===== config.mk =====
export PLATFORM = sky130hd
export DESIGN_NAME = bfmh_ctrl
export DESIGN_NICKNAME = d
export VERILOG_FILES = /design/src/design/bfmh_pkg.sv /design/src/design/bfmh_ctrl.sv
export VERILOG_INCLUDE_DIRS = /design/src /design/src/design
export SDC_FILE = /design/constraint.sdc
export NUM_CORES = 1
export LEC_CHECK = 0
export BUFFER_PORTS_ARGS = -buffer_cell sky130_fd_sc_hd__buf_2
export CORE_AREA = 4 4 41 43
export DETAILED_ROUTE_END_ITERATION = 8
export DIE_AREA = 0 0 45 47
export GPL_ROUTABILITY_DRIVEN = 1
export GPL_TIMING_DRIVEN = 0
export PLACE_DENSITY = 0.46
export SLEW_MARGIN = 40
export SYNTH_ARGS = -nofsm -noshare
export SYNTH_HDL_FRONTEND = slang
export SYNTH_SLANG_ARGS = --single-unit

===== constraint.sdc =====
create_clock -name clock -period 1.5 [get_ports clock]
set_input_delay 0.15 -clock clock [delete_from_list [all_inputs] [get_ports clock]]
set_output_delay 0.15 -clock clock [all_outputs]
set_load 0.005 [all_outputs]

===== src/design/byte_frequency_min_heap_builder_macros.svh =====
// ----------------------------------------------------------------------------
// Byte frequency min-heap builder assertion macros
// Shared concurrent assertion forms, clocked on clock and disabled in reset.
// ----------------------------------------------------------------------------
`ifndef BYTE_FREQUENCY_MIN_HEAP_BUILDER_MACROS_SVH
`define BYTE_FREQUENCY_MIN_HEAP_BUILDER_MACROS_SVH

// Condition holds at every edge out of reset
`define BFMH_ASSERT(label, cond, msg) \
   label: assert property (@(posedge clock) disable iff (reset) (cond)) \
      else $error(msg);

// Consequent holds in the same cycle as the antecedent
`define BFMH_ASSERT_IMPL(label, ante, cons, msg) \
   label: assert property (@(posedge clock) disable iff (reset) (ante) |-> (cons)) \
      else $error(msg);

// Consequent holds in the cycle after the antecedent
`define BFMH_ASSERT_NEXT(label, ante, cons, msg) \
   label: assert property (@(posedge clock) disable iff (reset) (ante) |=> (cons)) \
      else $error(msg);

`endif


===== src/design/bfmh_pkg.sv =====
// ----------------------------------------------------------------------------
// bfmh_pkg
// Shared types and constants of the byte frequency min-heap builder.
// ----------------------------------------------------------------------------
`timescale 1ns / 1ps

package bfmh_pkg;

   // Fixed field widths of the request and response words
   localparam int BYTE_W     = 8;
   localparam int TALLY_W    = 9;
   localparam int FREQ_OUT_W = 32;

   // Action codes of a request word
   typedef enum logic [1:0] {
      ACT_COUNT = 2'd0,
      ACT_BUILD = 2'd1,
      ACT_READ  = 2'd2,
      ACT_NONE  = 2'd3
   } bfmh_action_type;

   // Controller states
   typedef enum logic [2:0] {
      ST_IDLE,
      ST_COUNT,
      ST_REPLY,
      ST_SCAN_CHK,
      ST_SIFT
   } bfmh_state_type;

   // Commands from controller to datapath
   typedef struct packed {
      logic accept;      // latch request word, launch memory reads
      logic count_wr;    // update histogram entry and distinct count
      logic emit;        // load the response register
      logic build_init;  // empty the heap, start scan at symbol zero
      logic push_start;  // load scanned symbol as the entry to insert
      logic sift_step;   // one compare/move step of the insert
      logic scan_next;   // advance scan, read next histogram entry
   } bfmh_cmd_type;

   // Status from datapath to controller
   typedef struct packed {
      logic out_free;    // response register can take a word this cycle
      logic scan_hit;    // scanned symbol has a nonzero count
      logic scan_last;   // scan sits on the last symbol
      logic sift_done;   // insert ends at the current slot
   } bfmh_status_type;

endpackage


===== src/design/bfmh_ctrl.sv =====
// ----------------------------------------------------------------------------
// bfmh_ctrl
// Sequencer for count, build and read actions of the heap builder.
// ----------------------------------------------------------------------------
`timescale 1ns / 1ps
`include "byte_frequency_min_heap_builder_macros.svh"

module bfmh_ctrl
   import bfmh_pkg::*;
(
   input  logic            clock,
   input  logic            reset,
   input  logic            req_valid,
   output logic            req_ready,
   input  logic [1:0]      req_action,
   input  bfmh_status_type status,
   output bfmh_cmd_type    cmd
);

   bfmh_state_type  state_ff;
   bfmh_state_type  state_in;
   bfmh_action_type action;

   assign action = bfmh_action_type'(req_action);

   // State register
   always_ff @(posedge clock) begin
      if (reset) begin
         state_ff <= ST_IDLE;
      end else begin
         state_ff <= state_in;
      end
   end

   // Next state
   always_comb begin
      state_in = state_ff;
      unique case (state_ff)
         ST_IDLE: begin
            if (req_valid) begin
               unique case (action)
                  ACT_COUNT: state_in = ST_COUNT;
                  ACT_BUILD: state_in = ST_SCAN_CHK;
                  default:   state_in = ST_REPLY;
               endcase
            end
         end
         ST_COUNT, ST_REPLY: begin
            if (status.out_free) begin
               state_in = ST_IDLE;
            end
         end
         ST_SCAN_CHK: begin
            if (status.scan_hit) begin
               state_in = ST_SIFT;
            end else if (status.scan_last) begin
               state_in = ST_REPLY;
            end
         end
         ST_SIFT: begin
            if (status.sift_done) begin
               state_in = status.scan_last ? ST_REPLY : ST_SCAN_CHK;
            end
         end
         default: state_in = ST_IDLE;
      endcase
   end

   // Outputs
   always_comb begin
      cmd       = '0;
      req_ready = 1'b0;
      unique case (state_ff)
         ST_IDLE: begin
            req_ready  = 1'b1;
            cmd.accept = req_valid;
            cmd.build_init = req_valid && (action == ACT_BUILD);
         end
         ST_COUNT: begin
            cmd.count_wr = status.out_free;
            cmd.emit     = status.out_free;
         end
         ST_REPLY: begin
            cmd.emit = status.out_free;
         end
         ST_SCAN_CHK: begin
            cmd.push_start = status.scan_hit;
            cmd.scan_next  = !status.scan_hit && !status.scan_last;
         end
         ST_SIFT: begin
            cmd.sift_step = 1'b1;
            cmd.scan_next = status.sift_done && !status.scan_last;
         end
         default: begin
            cmd = '0;
         end
      endcase
   end

   // Checks
   `BFMH_ASSERT_IMPL(a_accept_idle, cmd.accept, state_ff == ST_IDLE, "accept outside idle")
   `BFMH_ASSERT(a_cmd_excl, $onehot0({cmd.build_init, cmd.push_start, cmd.scan_next, cmd.count_wr}), "conflicting datapath commands")
   `BFMH_ASSERT_NEXT(a_push_sift, cmd.push_start, state_ff == ST_SIFT, "insert did not enter sift")

endmodule


Word-level counts from Yosys, hierarchy flattened

Cells that the tools add are included.

Register bits after elaboration: 3
Output and inout port bits: 8

Eq/ne operators: 9
Mux-type cells: 16
Reductions and logical operators: 9

Operators by type and width:

| cell                 | number |
|---|---|
| $mux W3              | 5 |
| $pmux W3 S4          | 1 |
| $mux W1              | 8 |
| $eq A3 B2 Y1 const B | 2 |
| $ne A2 B2 Y1 const B | 2 |
| $pmux W2 S2          | 1 |
| $reduce_and A4 Y1    | 1 |
| $eq A3 B1 Y1 const B | 1 |
| $eq A3 B3 Y1 const B | 1 |
| $logic_and A1 B1 Y1  | 3 |
| $logic_not A3 Y1     | 1 |
| $ne A3 B3 Y1 const B | 1 |
| $eq A2 B1 Y1 const B | 1 |
| $logic_not A1 Y1     | 2 |
| $logic_not A2 Y1     | 1 |
| $ne A2 B1 Y1 const B | 1 |
| $pmux W1 S2          | 1 |
| $reduce_or A2 Y1     | 1 |

Logic depth before layout (Yosys ltp)

Depth after elaboration: 4
Gate-level depth with buffers: 5
Depth with buffers taken out: 4

Worst setup path after synthesis

OpenSTA, ideal clock, no wires.

Path kind: reg-to-output
From: reg state_ff[0]
To: out cmd[3] in the netlist's numbering
Data arrival time: 1.055 ns
Required time: 1.350 ns
Slack: 0.295 ns
Stages on the path, launching flop included: 5
Path buffers: 1
Cells stage by stage: dfxtp_1 -> buf_4 -> nor3_1 -> and2_1 -> and3b_1

RTL lines:

| element                  | line            | text |
|---|---|---|
| start: declaration       | bfmh_ctrl.sv:20 | `bfmh_state_type state_ff;` |
| start signal: assignment | bfmh_ctrl.sv:31 | `state_ff <= state_in;` |
| end: declaration         | bfmh_ctrl.sv:17 | `output bfmh_cmd_type cmd` |

==> results.cfg <==
[power]
p_int_w = 0.000539
p_switching_w = 0.000358
p_leak_nw = 0.216
sw_frac_of_total_pct = 39.9
comb_power_share_pct = 67.6
ir_drop_mv = 0.505
pwr-share-clk_pct = 15.8
cellPowerDensity_nw_per_um2 = 1840
p_seq_share_pct = 16.7

[sta]
finalSetupViolCount = 0
min_period_over_period_pct = 95.7
finalMaxSlewViolations = 0
finalHoldViolations = 0
max_freq_mhz = 697
rsz0062_at_grt = true
tightestPinTransition_ps = 294
slew_headroom_pct = 80.3
fin_crit_ps = 1430
clock_skew_ps = 0.367

[grt]
grt_pass1_vias = 323
grt_pass1_wl_mm = 1.36
grt_max_degree = 11
antenna_found_initial = 0
overflow = 0
track_usage_pct = 9.00

[placed_design]
gp_congestion = 0.676
io_buffer_count = 16
dpl_cell_area_um2 = 414

[worst_hold_path]
hp-class = in -> reg

[clock_tree]
root_buffer = clkbuf_4
cts_buffers = 3
cts_htree_levels = 1
clock_latency_ps = 230
cts.path.max_buffers = 2
hold_buffers = 0
clk_pin_slew_worst_paths_ps = 40
clock_sinks = 3
cts_tree = done

[die]
rows = 13
fp.dieW_um = 45
die_y_um = 47
die_area_um2 = 2120
core_um2 = 1300
ios = 17
initial_core_util_pct = 24.2

[run_status]
outcome = completed

[synth]
ys_seq_elements = 3
yosysTopAreaCellShare_pct = 19.0
ys_seq_area_share_pct = 19.0
netlist_area_um2 = 315
syn_nets = 46
yosysWarnings = 0
yosysTopAreaCell = dfxtp_1
syn_inst = 37
synth.area.top_cells = dfxtp_1 19%, mux2i_1 13%, nor4b_2 9.5%
syn_area_per_cell_um2 = 8.52
synth_cell_types = 23

[cells_and_area]
nets = 68
postLayoutCoreUtil_pct = 37.4
n_fill_cell = 146
layout_commonest_cell = buf_2
reg_top3 = state_ff: 3 flops
areaGrowthSynthToFinish_pct = 54.4
mostFrequentLayoutCells = 16 x buf_2, 4 x nor2_1, 4 x mux2i_1, 3 x buf_6, 3 x clkbuf_4
multi_input_area_um2 = 258
antenna_cells = 0
register_area_um2 = 62.6
final_area_um2 = 487
top_register = state_ff
drive_gt1_share_pct = 55.2
largest_register_ffs = 3

[drt]
vias_per_cell = 4.59
drc = 0
vias = 335
first_iter_violations = 0
drtPass1Iterations = 1
wire_per_inst_um = 11.0
ant_nets = 0
wl_um = 801

[run]
maxCapViolCount = 0

[critical_path]
worstSetupPathType = reg -> out
crit_chain = buf_6 -> nor3_4 -> and2_1 -> and3b_1 -> buf_2
crit_arrival_ps = 1280
cp-start-kind = flop
worstPathRequired_ps = 1350
critPathBufInv = 2
cpMaxStageDelayCell = dfxtp_1
max_stage_delay_ps = 310
crit_path_end_kind = output port
critical_path.top_delay_family = simple AND/OR/NAND/NOR gates
critical_path.max_fanout = 10
-- final timing paths --
kind	slack, ps	from	cells past startpoint	endpoint
min reg2reg	660	state_ff[0]$_SDFFE_PP0P_	3	state_ff[1]$_SDFFE_PP0P_
max	70	state_ff[1]$_SDFFE_PP0P_	5	cmd[3]
min	130	reset	2	state_ff[2]$_SDFFE_PP0P_
max reg2reg	230	state_ff[2]$_SDFFE_PP0P_	5	state_ff[0]$_SDFFE_PP0P_
-- cell type report --
type	instances	share of cell area [%]
Clock buffer	4	5.40
Buffer	3	6.94
Tap cell	15	3.86
Multi-Input combinational cell	31	53.0
Timing Repair Buffer	17	18.0
Sequential cell	3	12.9
-- worst register-to-register path: stages, from the launching register on --
cell      delay, ps
dfxtp_2         310
buf_6           140
nor4b_2         350
a211oi_2        100
o21ai_1         110
mux2i_1         190
-- synthesized netlist by cell type --
master / instances
mux2i_1: 4
nor2_1: 4
dfxtp_1: 3
nor3_1: 3
a21oi_1: 2
nand2_1: 2
nor3b_1: 2
nor4b_2: 2
a211oi_2: 1
and2_1: 1
and3_1: 1
and3b_1: 1
and4b_1: 1
buf_2: 1
buf_4: 1
buf_6: 1
nand2b_1: 1
nand4bb_1: 1
nor2b_1: 1
nor3_2: 1
o21ai_1: 1
o31ai_1: 1
xnor2_1: 1
-- power groups by stage --
stage	clock network [W]	logic [W]	registers [W]
3_5_place_dp	0	0.000516	0.000143
6_report	0.000141	0.000606	0.000149
4_1_cts	0.000150	0.000544	0.000147
2_1_floorplan	0	0.000385	0.000136
3_3_place_gp	0	0.000518	0.000145
5_1_grt	0.000158	0.000679	0.000155
-- stage by stage --
stage / total power [W] / hold WS, ps / cells / TNS (ps) / setup slack [ps]
after global routing: 0.000991 / 128 / 73 / -20.2 / -13.4
final: 0.000897 / 128 / 73 / 0 / 65.2
after CTS: 0.000840 / 122 / 72 / 0 / 1.97
after detailed placement: 0.000659 / 371 / 68 / 0 / 195
after global placement: 0.000662 / 372 / 68 / 0 / 191
after floorplan: 0.000521 / 220 / 37 / 0 / 295
-- kinds of logic after synthesis --
family / after synthesis / synth area share, %
AND/OR/NAND/NOR: 21 / 46.8
buffers and inverters: 3 / 7.54
AO/OA/AOI/OAI: 5 / 11.1
multiplexers: 4 / 12.7
flip-flops: 3 / 19.0
XOR/XNOR: 1 / 2.78
-- layer usage --
| metal | share of wire [%] | global-route usage [%] |
|---|---|---|
| met3 | 5.5 | 2.30 |
| met2 | 45 | 12.7 |
| met5 | 0 | 0 |
| met1 | 49 | 12.2 |
| met4 | 0 | 5.26 |
-- repair_timing --
action	CTS	global route
pin swaps	0	2
gates resized for setup	4	7
buffers inserted	0	1
endpoints found under the setup margin	2	2
Power figures use the tool's default switching activity.
